## src/hw/rtl/trle_pkg.sv

```systemverilog
// Shared types, constants and helpers of the TGA RLE pixel decoder.
// No dependencies; used by trle_regs, trle_core and the top level.
package trle_pkg;

	localparam int unsigned APB_ADDR_W = 3;
	localparam int unsigned APB_DATA_W = 32;

	// register index, taken from paddr[2]
	localparam logic REG_BPP   = 1'b0;
	localparam logic REG_TOTAL = 1'b1;

	localparam logic [2:0]  BPP_RESET   = 3'd4;
	localparam logic [31:0] TOTAL_RESET = 32'd1;

	// packet header fields
	localparam int unsigned HDR_RUN_BIT    = 7;
	localparam logic [7:0]  HDR_COUNT_MASK = 8'h7f;

	// effective configuration as seen by the decoding datapath
	typedef struct packed {
		logic [1:0]  bpp_m1;  // bytes per pixel minus one, clamped to 1..4
		logic [31:0] total;   // pixels per image, zero treated as one
	} cfg_t;

	function automatic logic [1:0] bpp_m1_f(input logic [2:0] bpp);
		logic [1:0] r;
		unique case (bpp)
			3'd0, 3'd1: r = 2'd0;
			3'd2:       r = 2'd1;
			3'd3:       r = 2'd2;
			default:    r = 2'd3;
		endcase
		return r;
	endfunction

	function automatic logic [31:0] total_f(input logic [31:0] total);
		return (total == 32'd0) ? 32'd1 : total;
	endfunction

endpackage

```

## src/hw/rtl/trle_regs.sv

```systemverilog
// APB register file of the TGA RLE pixel decoder: pixel width and image size.
// Depends on trle_pkg.
module trle_regs import trle_pkg::*; (
	input  logic                  clk,
	input  logic                  arst_n,
	input  logic                  psel,
	input  logic                  penable,
	input  logic                  pwrite,
	input  logic [APB_ADDR_W-1:0] paddr,
	input  logic [APB_DATA_W-1:0] pwdata,
	output logic [APB_DATA_W-1:0] prdata,
	output logic                  pready,
	output cfg_t                  cfg
);

	logic [2:0]  bpp_q;
	logic [31:0] total_q;
	logic        wr_en;
	logic        reg_sel;

	assign pready  = 1'b1;
	assign reg_sel = paddr[2];
	assign wr_en   = psel && penable && pwrite && pready;

	always_ff @(posedge clk or negedge arst_n) begin
		if (!arst_n) begin
			bpp_q   <= BPP_RESET;
			total_q <= TOTAL_RESET;
		end else if (wr_en) begin
			unique case (reg_sel)
				REG_BPP:   bpp_q   <= pwdata[2:0];
				REG_TOTAL: total_q <= pwdata[31:0];
				default:   ;
			endcase
		end
	end

	always_comb begin
		unique case (reg_sel)
			REG_BPP:   prdata = {29'd0, bpp_q};
			REG_TOTAL: prdata = total_q;
			default:   prdata = '0;
		endcase
	end

	assign cfg.bpp_m1 = bpp_m1_f(bpp_q);
	assign cfg.total  = total_f(total_q);

endmodule

```

## src/hw/rtl/trle_core.sv

```systemverilog
// Packet parser and pixel assembler: input register, decode state, result register.
// Depends on trle_pkg for the configuration struct and header constants.
module trle_core import trle_pkg::*; (
	input  logic        clk,
	input  logic        arst_n,
	input  cfg_t        cfg,
	input  logic        byte_valid,
	output logic        byte_stall,
	input  logic [7:0]  in_byte,
	output logic        pixel_valid,
	input  logic        pixel_stall,
	output logic [31:0] pixel_value,
	output logic [7:0]  repeat_count,
	output logic        image_end
);

	logic        valid_s1;
	logic [7:0]  byte_s1;
	logic        advance;

	logic        expect_header_q;
	logic        run_q;
	logic [7:0]  left_q;
	logic [1:0]  idx_q;
	logic [31:0] acc_q;
	logic [31:0] done_q;

	logic        pixel_valid_q;
	logic [31:0] pixel_value_q;
	logic [7:0]  repeat_count_q;
	logic        image_end_q;

	logic [31:0] acc_next;
	logic        pixel_done;
	logic [7:0]  count_raw;
	logic [7:0]  count;
	logic [32:0] diff;
	logic [31:0] remaining;
	logic        last;
	logic [7:0]  count_out;
	logic [7:0]  left_after;

	// hold the input register while the result register is full and stalled
	assign advance    = valid_s1 && (!pixel_valid_q || !pixel_stall);
	assign byte_stall = valid_s1 && !advance;

	always_ff @(posedge clk or negedge arst_n) begin
		if (!arst_n) begin
			valid_s1 <= 1'b0;
		end else if (!byte_stall) begin
			valid_s1 <= byte_valid;
		end
	end

	always_ff @(posedge clk) begin
		if (byte_valid && !byte_stall) begin
			byte_s1 <= in_byte;
		end
	end

	always_comb begin
		acc_next   = acc_q | ({24'd0, byte_s1} << {idx_q, 3'b000});
		pixel_done = !expect_header_q && (idx_q >= cfg.bpp_m1);
		count_raw  = run_q ? left_q : 8'd1;
		count      = (count_raw == 8'd0) ? 8'd1 : count_raw;
		diff       = {1'b0, cfg.total} - {1'b0, done_q};
		// total at or below pixels done: treat as one pixel left
		remaining  = (diff[32] || (diff[31:0] == 32'd0)) ? 32'd1 : diff[31:0];
		last       = (remaining[31:8] == 24'd0) && (remaining[7:0] <= count);
		count_out  = last ? remaining[7:0] : count;
		left_after = run_q ? 8'd0 : left_q - 8'd1;
	end

	always_ff @(posedge clk or negedge arst_n) begin
		if (!arst_n) begin
			expect_header_q <= 1'b1;
			run_q           <= 1'b0;
			left_q          <= 8'd0;
			idx_q           <= 2'd0;
			acc_q           <= 32'd0;
			done_q          <= 32'd0;
		end else if (advance) begin
			if (expect_header_q) begin
				run_q           <= byte_s1[HDR_RUN_BIT];
				left_q          <= (byte_s1 & HDR_COUNT_MASK) + 8'd1;
				idx_q           <= 2'd0;
				acc_q           <= 32'd0;
				expect_header_q <= 1'b0;
			end else if (!pixel_done) begin
				acc_q <= acc_next;
				idx_q <= idx_q + 2'd1;
			end else begin
				acc_q <= 32'd0;
				idx_q <= 2'd0;
				if (last) begin
					// rearm for the next image, drop what is left of the packet
					expect_header_q <= 1'b1;
					run_q           <= 1'b0;
					left_q          <= 8'd0;
					done_q          <= 32'd0;
				end else begin
					done_q <= done_q + {24'd0, count_out};
					left_q <= left_after;
					if (left_after == 8'd0) begin
						expect_header_q <= 1'b1;
					end
				end
			end
		end
	end

	always_ff @(posedge clk or negedge arst_n) begin
		if (!arst_n) begin
			pixel_valid_q <= 1'b0;
		end else if (advance) begin
			pixel_valid_q <= pixel_done;
		end else if (!pixel_stall) begin
			pixel_valid_q <= 1'b0;
		end
	end

	always_ff @(posedge clk) begin
		if (advance && pixel_done) begin
			pixel_value_q  <= acc_next;
			repeat_count_q <= count_out;
			image_end_q    <= last;
		end
	end

	assign pixel_valid  = pixel_valid_q;
	assign pixel_value  = pixel_value_q;
	assign repeat_count = repeat_count_q;
	assign image_end    = image_end_q;

endmodule

```

## src/hw/rtl/tga_rle_pixel_decoder.sv

```systemverilog
// TGA RLE pixel decoder top level: APB registers plus the decoding pipeline.
// A byte is taken into the input register, decoded, and its pixel held in the result register.
// Throughput: one byte per cycle while the output is not stalled, set by the single decode step
// between the input register and the result register; a run of up to 128 pixels leaves as one request.
// Reset (arst_n low, asynchronous): awaits a packet header, pixel count zero,
// bytes_per_pixel 4, total_pixels 1. Depends on trle_pkg, trle_regs, trle_core.
module tga_rle_pixel_decoder import trle_pkg::*; (
	input  logic                  clk,
	input  logic                  arst_n,
	input  logic                  psel,
	input  logic                  penable,
	input  logic                  pwrite,
	input  logic [APB_ADDR_W-1:0] paddr,
	input  logic [APB_DATA_W-1:0] pwdata,
	output logic [APB_DATA_W-1:0] prdata,
	output logic                  pready,
	input  logic                  byte_valid,
	output logic                  byte_stall,
	input  logic [7:0]            in_byte,
	output logic                  pixel_valid,
	input  logic                  pixel_stall,
	output logic [31:0]           pixel_value,
	output logic [7:0]            repeat_count,
	output logic                  image_end
);

	cfg_t cfg;

	trle_regs u_regs (
		.clk     (clk),
		.arst_n  (arst_n),
		.psel    (psel),
		.penable (penable),
		.pwrite  (pwrite),
		.paddr   (paddr),
		.pwdata  (pwdata),
		.prdata  (prdata),
		.pready  (pready),
		.cfg     (cfg)
	);

	trle_core u_core (
		.clk          (clk),
		.arst_n       (arst_n),
		.cfg          (cfg),
		.byte_valid   (byte_valid),
		.byte_stall   (byte_stall),
		.in_byte      (in_byte),
		.pixel_valid  (pixel_valid),
		.pixel_stall  (pixel_stall),
		.pixel_value  (pixel_value),
		.repeat_count (repeat_count),
		.image_end    (image_end)
	);

endmodule

```

## config.mk

```make
export PLATFORM = sky130hd
export DESIGN_NAME = tga_rle_pixel_decoder
export DESIGN_NICKNAME = d
export VERILOG_FILES = /design/src/hw/rtl/trle_pkg.sv /design/src/hw/rtl/trle_regs.sv /design/src/hw/rtl/trle_core.sv /design/src/hw/rtl/tga_rle_pixel_decoder.sv
export SDC_FILE = /design/constraint.sdc
export NUM_CORES = 1
export LEC_CHECK = 0
export ABC_AREA = 1
export BUFFER_PORTS_ARGS = -buffer_cell sky130_fd_sc_hd__buf_2
export CAP_MARGIN = 20
export CORE_MARGIN = 5
export CORE_UTILIZATION = 48
export CTS_CLUSTER_DIAMETER = 200
export DETAILED_ROUTE_END_ITERATION = 12
export PLACE_DENSITY_LB_ADDON = 0.25
export SYNTH_ARGS = -nofsm -noshare
export SYNTH_HDL_FRONTEND = slang
export SYNTH_SLANG_ARGS = --single-unit
```

## constraint.sdc

```tcl
create_clock -name clk -period 16.7 [get_ports clk]
set_clock_uncertainty 0.2 [all_clocks]
set_input_delay 1.67 -clock clk [delete_from_list [all_inputs] [get_ports clk]]
set_output_delay 1.67 -clock clk [all_outputs]
set_load 0.01 [all_outputs]
```

==> results of run 1 <==
metrics by stage:
| stage | std cells | hold WS (ps) |
|---|---|---|
| finish | 1854 | 297 |
| global route | 1854 | 322 |
| CTS | 1852 | 302 |
| detailed placement | 1820 | 286 |
| global placement | 1820 | 274 |
| floorplan | 1475 | 257 |
final cells by class:
cell class / instances / area [µm²] / share of cell area
Clock buffer: 17 / 425 / 0.0350
Clock inverter: 15 / 185 / 0.0152
Inverter: 275 / 1030 / 0.0852
Multi-Input combinational cell: 977 / 5180 / 0.426
Sequential cell: 162 / 4300 / 0.354
Tap cell: 280 / 350 / 0.0288
Timing Repair Buffer: 128 / 673 / 0.0554
flip-flops by register name, summed over array words and instances, names as in the netlist:
name	count
u_core.acc_q	32
u_core.byte_s1	8
u_core.done_q	32
u_core.expect_header_q	1
u_core.idx_q	2
u_core.image_end	1
u_core.left_q	8
u_core.pixel_valid	1
u_core.pixel_value	32
u_core.repeat_count	8
u_core.run_q	1
u_core.valid_s1	1
u_regs.bpp_q	3
u_regs.total_q	32
worst max path at each step:
stage                       startpoint                 to  slack [ps]
global placement    u_regs.total_q[29]  u_core.done_q[30]        8520
finish              u_regs.total_q[29]  u_core.done_q[30]        8390
detailed placement  u_regs.total_q[29]  u_core.done_q[30]        8480
floorplan           u_regs.total_q[17]  u_core.done_q[30]       10070
CTS                 u_regs.total_q[29]  u_core.done_q[30]        8400
global route        u_regs.total_q[17]  u_core.done_q[30]        7760
layer usage:
layer	part of all wire	track usage	vias to the layer above
met5	0	0	-
met4	0.023	0.0649	0
met3	0.055	0.0369	46
met2	0.47	0.365	284
met1	0.45	0.295	4254
li1	-	-	4784
worst max-delay path, delay by kind of cell (launching register included):
kind                     cells  cell delay, ps
AO/OA/AOI/OAI                6            1390
AND/OR/NAND/NOR             32            4320
flip-flops                   1             450
buffers and inverters        3             260
adder cells (fa/ha/maj)      5            1590
kinds of logic after synthesis:
group | count (synthesis) | synth area share
buffers and inverters | 336 | 0.120
and+or+nand+nor | 719 | 0.287
adders and majority gates | 57 | 0.0676
other | 1 | 0.000348
muxes | 29 | 0.0303
AOI/OAI and AO/OA | 142 | 0.0719
xor gates and xnor gates | 29 | 0.0236
DFF | 162 | 0.400
power by group:
group	switching (mW)	total, mW	internal, mW	leakage [nW]
combinational	0.758	1.20	0.439	4.42
clock	0.193	0.396	0.204	0.293
sequential	0.111	0.679	0.569	1.91
total	1.06	2.27	1.21	6.62
cells in the mapped netlist, types with 2 or more instances:
library cell  count  area [µm²]
nand3_1          61         305
nand4_1          19         119
nand3_2           5        50.1
a31o_2            7        61.3
nand3b_1          2        15.0
o21bai_1          2        15.0
nor3_1           37         185
dfrtp_1         110        2750
buf_2             3        15.0
nor4_1           11        68.8
clkinv_1          3        11.3
and2_1            4        25.0
xor2_1           20         175
nor2_2            8        50.1
nand2_1         397        1490
inv_1           252         946
dfstp_2           3        78.8
nand2_2           5        31.3
a21oi_1          79         395
inv_2            19        71.3
nor3_2            4        40.0
ha_1             55         688
mux2_2           29         327
or2_2            25         156
fa_1              2        40.0
nor2_1          137         514
buf_4             2        15.0
xnor2_1           9        78.8
and3_1            2        12.5
buf_6             2        22.5
a31oi_1           2        12.5
o21ai_0          42         210
clkbuf_1         53         199
edfxtp_1         49        1470
a21o_1            3        22.5
==> out/qor.txt, run 1 <==
R2R Path End = u_core.done_q[30]
Max Root-Sink Buffers = 2
Router iterations before antenna repair = 5
RSZ-0062 raised after global routing = false
Worst Setup Start Kind = register
Vias = 9368
CTS Hold Bufs = 0
Layout area overhead = 12.8%
Most frequent cells in the layout = nand2_1 (397), inv_1 (252), nor2_1 (137)
Status = finished clean
Worst slack, placed = 8480 ps
P_leak = 6.62 nW
WS Path Type = register to register
Die area = 25500 µm²
Number of synthesized flops with an enable pin = 49
Post-route ant nets = 0
Die Ht = 160 µm
H-tree level count = 4
Critical Path Sink Type = register
DP HPWL = 21500 µm
Slew margin rel. = 0.379
Core footprint = 22000 µm²
Syn avg cell area = 7.30 µm²
Worst Hold Path EP = u_regs.total_q[0]
Hold Crit Depth = 2
Clk root buf = clkbuf_16
Worst Hold Class = register to register
Largest net degree at the start of global routing = 66
Top cell by count, worst path = nand2_1
IO buf count = 122
Initial antenna violation count = 0
Syn. warnings = 0
Share of cells above drive strength 1 = 0.170
Fin crit share = 0.498
DRC = 0
Sink Count = 162
Synth unique cells = 47
Worst-Skew Late Latency = 440 ps
Nets@finish = 1668
PwrDens = 187 nW/µm²
Placed Area = 11500 µm²
Worst path arrival time = 8490 ps
Prevailing post-synth register cell = dfrtp_1
Fin Setup TNS = 0 ps
Fillers = 2096
Antenna Cells = 0
Overall Power = 2.27 mW
Final instance area = 12100 µm²
Hold Startpoint = u_regs.total_q[0]
Critical Path Fanout Max = 21
Clk pin slew, worst setup/hold paths = 80 ps
Post-synthesis instance total = 1475
GP Congestion = 0.908
Syn Std Cell Area = 10800 µm²
Setup bufs post-CTS = 0
DRT Wirelength = 27600 µm
Crit path max-delay cell type = o41a_1
Fin. Hold Viols = 0
Width of the die = 160 µm
Final slew viol count = 0
Initial Util = 0.490
Ys async rst share = 0.698
TritonCTS Buffers = 17
Grt ovf = 0
Final setup fails = 0
Io pins = 126
Worst IR Drop VDD = 80.9 µV
Critical Path RT = 16880 ps
Commonest non-fill, non-tap cell in the layout = nand2_1
Synthesized Nets = 1582
CP max stage delay = 460 ps
Sequential area share after synthesis = 0.400
Total global-route track usage = 0.219
CTS tree = done
Vias in the first global route = 8981
Via density = 5.05
R2R Path Start = u_regs.total_q[29]
Achievable Freq = 120 MHz
First-pass GRT wire length = 45500 µm
Avg WL per Cell = 14.9 µm
Reg2reg setup slack = 8390 ps
Post-CTS resize count = 0
Site row count = 54
Tmin final = 8310 ps
Synth Register Bits = 162
PnR worst setup slack = 8390 ps
Max cap viols = 0
FF-to-FF path depth = 46
Final core utilization = 0.553
Initial drt markers = 701
Worst slew pin tran = 932 ps
(Power assumes the default switching activity.)
==> run 2, diff against run 1 <==
- clock period: 16.7 -> 6.76 ns (I/O delays scaled with it)
==> run 2 against run 1 <==
Against the previous run:
- the flow now finishes with violations (hold timing, setup timing)
- combinational power grew to 3.4 times the previous value
- global-route usage rose by 2.4 points
- power grew to 3.0 times the previous value
- non-clock buffer count grew 134
- critical path depth decreased by 5
- cell area rose by 13%
- count of clock-buffer cells in the layout unchanged
- register-to-register slack worse by 8500 ps
- hold slack worse by 310 ps
- critical path type unchanged
- largest cell class unchanged
- largest power group unchanged
==> out/qor.txt, run 2 (same netlist as run 1, synthesis figures left out) <==
Status = finished with violations (was finished clean)
Violated checks = hold timing, setup timing
Layout area overhead = 27.1% (was 12.8%)
Top cell by count, worst path = buf_4 (was nand2_1)
Max Root-Sink Buffers = 2 (unchanged)
Placed insts = 1916 (was 1820)
Share of cells above drive strength 1 = 0.286 (was 0.170)
DRT Wirelength = 31300 µm (was 27600 µm)
Fillers = 1865 (was 2096)
Overall Power = 6.73 mW (was 2.27 mW)
PwrDens = 491 nW/µm² (was 187 nW/µm²)
IO buf count = 122 (unchanged)
Die area = 25500 µm² (unchanged)
Achievable Freq = 145 MHz (was 120 MHz)
P_leak = 7.42 nW (was 6.62 nW)
Largest net degree at the start of global routing = 76 (was 66)
Critical Path Sink Type = register (unchanged)
Final core utilization = 0.624 (was 0.553)
H-tree level count = 4 (unchanged)
Clk root buf = clkbuf_16 (unchanged)
Crit path max-delay cell type = o41a_1 (unchanged)
Fin crit share = 1.02 (was 0.498)
Hold WS = -8.70 ps (was 297 ps)
Total global-route track usage = 0.243 (was 0.219)
Max cap viols = 0 (unchanged)
Worst Setup Start Kind = register (unchanged)
Critical Path RT = 6870 ps (was 16880 ps)
Final setup fails = 9 (was 0)
Slew margin rel. = 0.347 (was 0.379)
Site row count = 54 (unchanged)
Worst slew pin tran = 979 ps (was 932 ps)
Commonest non-fill, non-tap cell in the layout = nand2_1 (unchanged)
Io pins = 126 (unchanged)
Clk pin slew, worst setup/hold paths = 70 ps (was 80 ps)
Antenna Cells = 0 (unchanged)
Avg WL per Cell = 15.7 µm (was 14.9 µm)
Worst Hold Class = input port to async pin (was register to register)
Vias in the first global route = 9935 (was 8981)
Tmin final = 6880 ps (was 8310 ps)
Die Ht = 160 µm (unchanged)
Critical Path Fanout Max = 15 (was 21)
Worst IR Drop VDD = 239 µV (was 80.9 µV)
GP Congestion = 0.969 (was 0.908)
Sink Count = 162 (unchanged)
Area of the multi-input gates = 5660 µm² (was 5180 µm²)
Router iterations before antenna repair = 5 (unchanged)
CTS Hold Bufs = 0 (unchanged)
CTS tree = done (unchanged)
Most frequent cells in the layout = nand2_1 (375), inv_1 (248), buf_4 (131) (was nand2_1 (397), inv_1 (252), nor2_1 (137))
Core footprint = 22000 µm² (unchanged)
Worst path arrival time = 6990 ps (was 8490 ps)
Fin Setup TNS = -462 ps (was 0 ps)
CP max stage delay = 440 ps (was 460 ps)
Initial Util = 0.490 (unchanged)
Width of the die = 160 µm (unchanged)
Fin. Hold Viols = 6 (was 0)
Post-route ant nets = 0 (unchanged)
Initial drt markers = 700 (was 701)
Vias = 10100 (was 9368)
Non-filler instance count after layout = 1988 (was 1854)
DRC = 0 (unchanged)
WS Path Type = register to register (unchanged)
RSZ-0062 raised after global routing = true (was false)
Nets@finish = 1802 (was 1668)
Worst-Skew Late Latency = 440 ps (about the same)
Reg area = 4300 µm² (unchanged)
Initial antenna violation count = 0 (unchanged)
PnR worst setup slack = -120 ps (was 8390 ps)
TritonCTS Buffers = 17 (unchanged)
Grt ovf = 0 (unchanged)
First-pass GRT wire length = 50200 µm (was 45500 µm)
Final slew viol count = 0 (unchanged)
Via density = 5.10 (was 5.05)
DP HPWL = 23300 µm (was 21500 µm)
[run 2: changes by cell type in the layout (fill, tap and decap cells not counted), moves of 7 or more]
cell / change
nor2_1: -17
buf_6: +7
o21ai_0: -16
nor4_1: -7
buf_4: +126
nand3_1: -12
nand2_1: -22
ha_1: -8
o21ai_1: +9
nand2_2: +17
nand3_2: +8
nor2_4: +14
nor4_2: +7
[run 2: where the power goes]
part	leakage [nW]	internal (mW)	switching, mW	total, mW
combinational	5.22	1.78	2.29	4.07
sequential	1.91	1.41	0.242	1.65
clock	0.293	0.533	0.474	1.01
[run 2: metal layers]
metal  wire, µm  share of wire  global-route usage
met2      15500           0.50               0.422
met3       1730          0.055              0.0438
met4        863          0.028              0.0825
met1      13200           0.42               0.306
met5          0              0                   0
[run 2: final timing paths]
kind / from / endpoint / slack [ps] / cells past startpoint
min in group clk: in_byte[0] / u_core.byte_s1[0] / 210 / 1
hold / removal: arst_n / u_regs.total_q[28] / -9 / 1
max in group asynchronous: arst_n / u_core.expect_header_q / 5310 / 3
setup / recovery: u_regs.total_q[1] / u_core.done_q[5] / -120 / 41
setup reg to reg: u_regs.total_q[1] / u_core.done_q[5] / -120 / 41
hold reg to reg: u_core.acc_q[9] / u_core.acc_q[9] / 300 / 2
[run 2: critical path, delay by kind of cell (launching register included)]
| family | cells | cell delay (ps) |
|---|---|---|
| DFF | 1 | 390 |
| AOI/OAI and AO/OA | 7 | 1430 |
| buffers and inverters | 11 | 1360 |
| and+or+nand+nor | 18 | 2080 |
| adders and majority gates | 4 | 1140 |
| xor gates and xnor gates | 1 | 130 |
[run 2: timing repair]
| item | in CTS | in global routing |
|---|---|---|
| gates resized for setup | 60 | 78 |
| endpoints found under the setup margin | 24 | 28 |
| endpoints found under the hold margin | 0 | 0 |
| gates cloned | 0 | 0 |
| setup buffers | 33 | 8 |
| pin swaps | 27 | 50 |
[run 2: layout make-up]
| cell class | count | share of cell area |
|---|---|---|
| Sequential cell | 162 | 0.314 |
| Tap cell | 280 | 0.0256 |
| Inverter | 275 | 0.0761 |
| Timing Repair Buffer | 262 | 0.126 |
| Clock buffer | 17 | 0.0311 |
| Clock inverter | 15 | 0.0135 |
| Multi-Input combinational cell | 977 | 0.413 |
[run 2: stage by stage]
step	instance area, µm²	setup slack, ps	hold WS, ps
3_5_place_dp	12200	-633	288
2_1_floorplan	10800	128	180
6_report	13700	-120	-8.70
5_1_grt	13700	-454	34.8
4_1_cts	13300	-50.6	10.0
3_3_place_gp	12200	-413	275
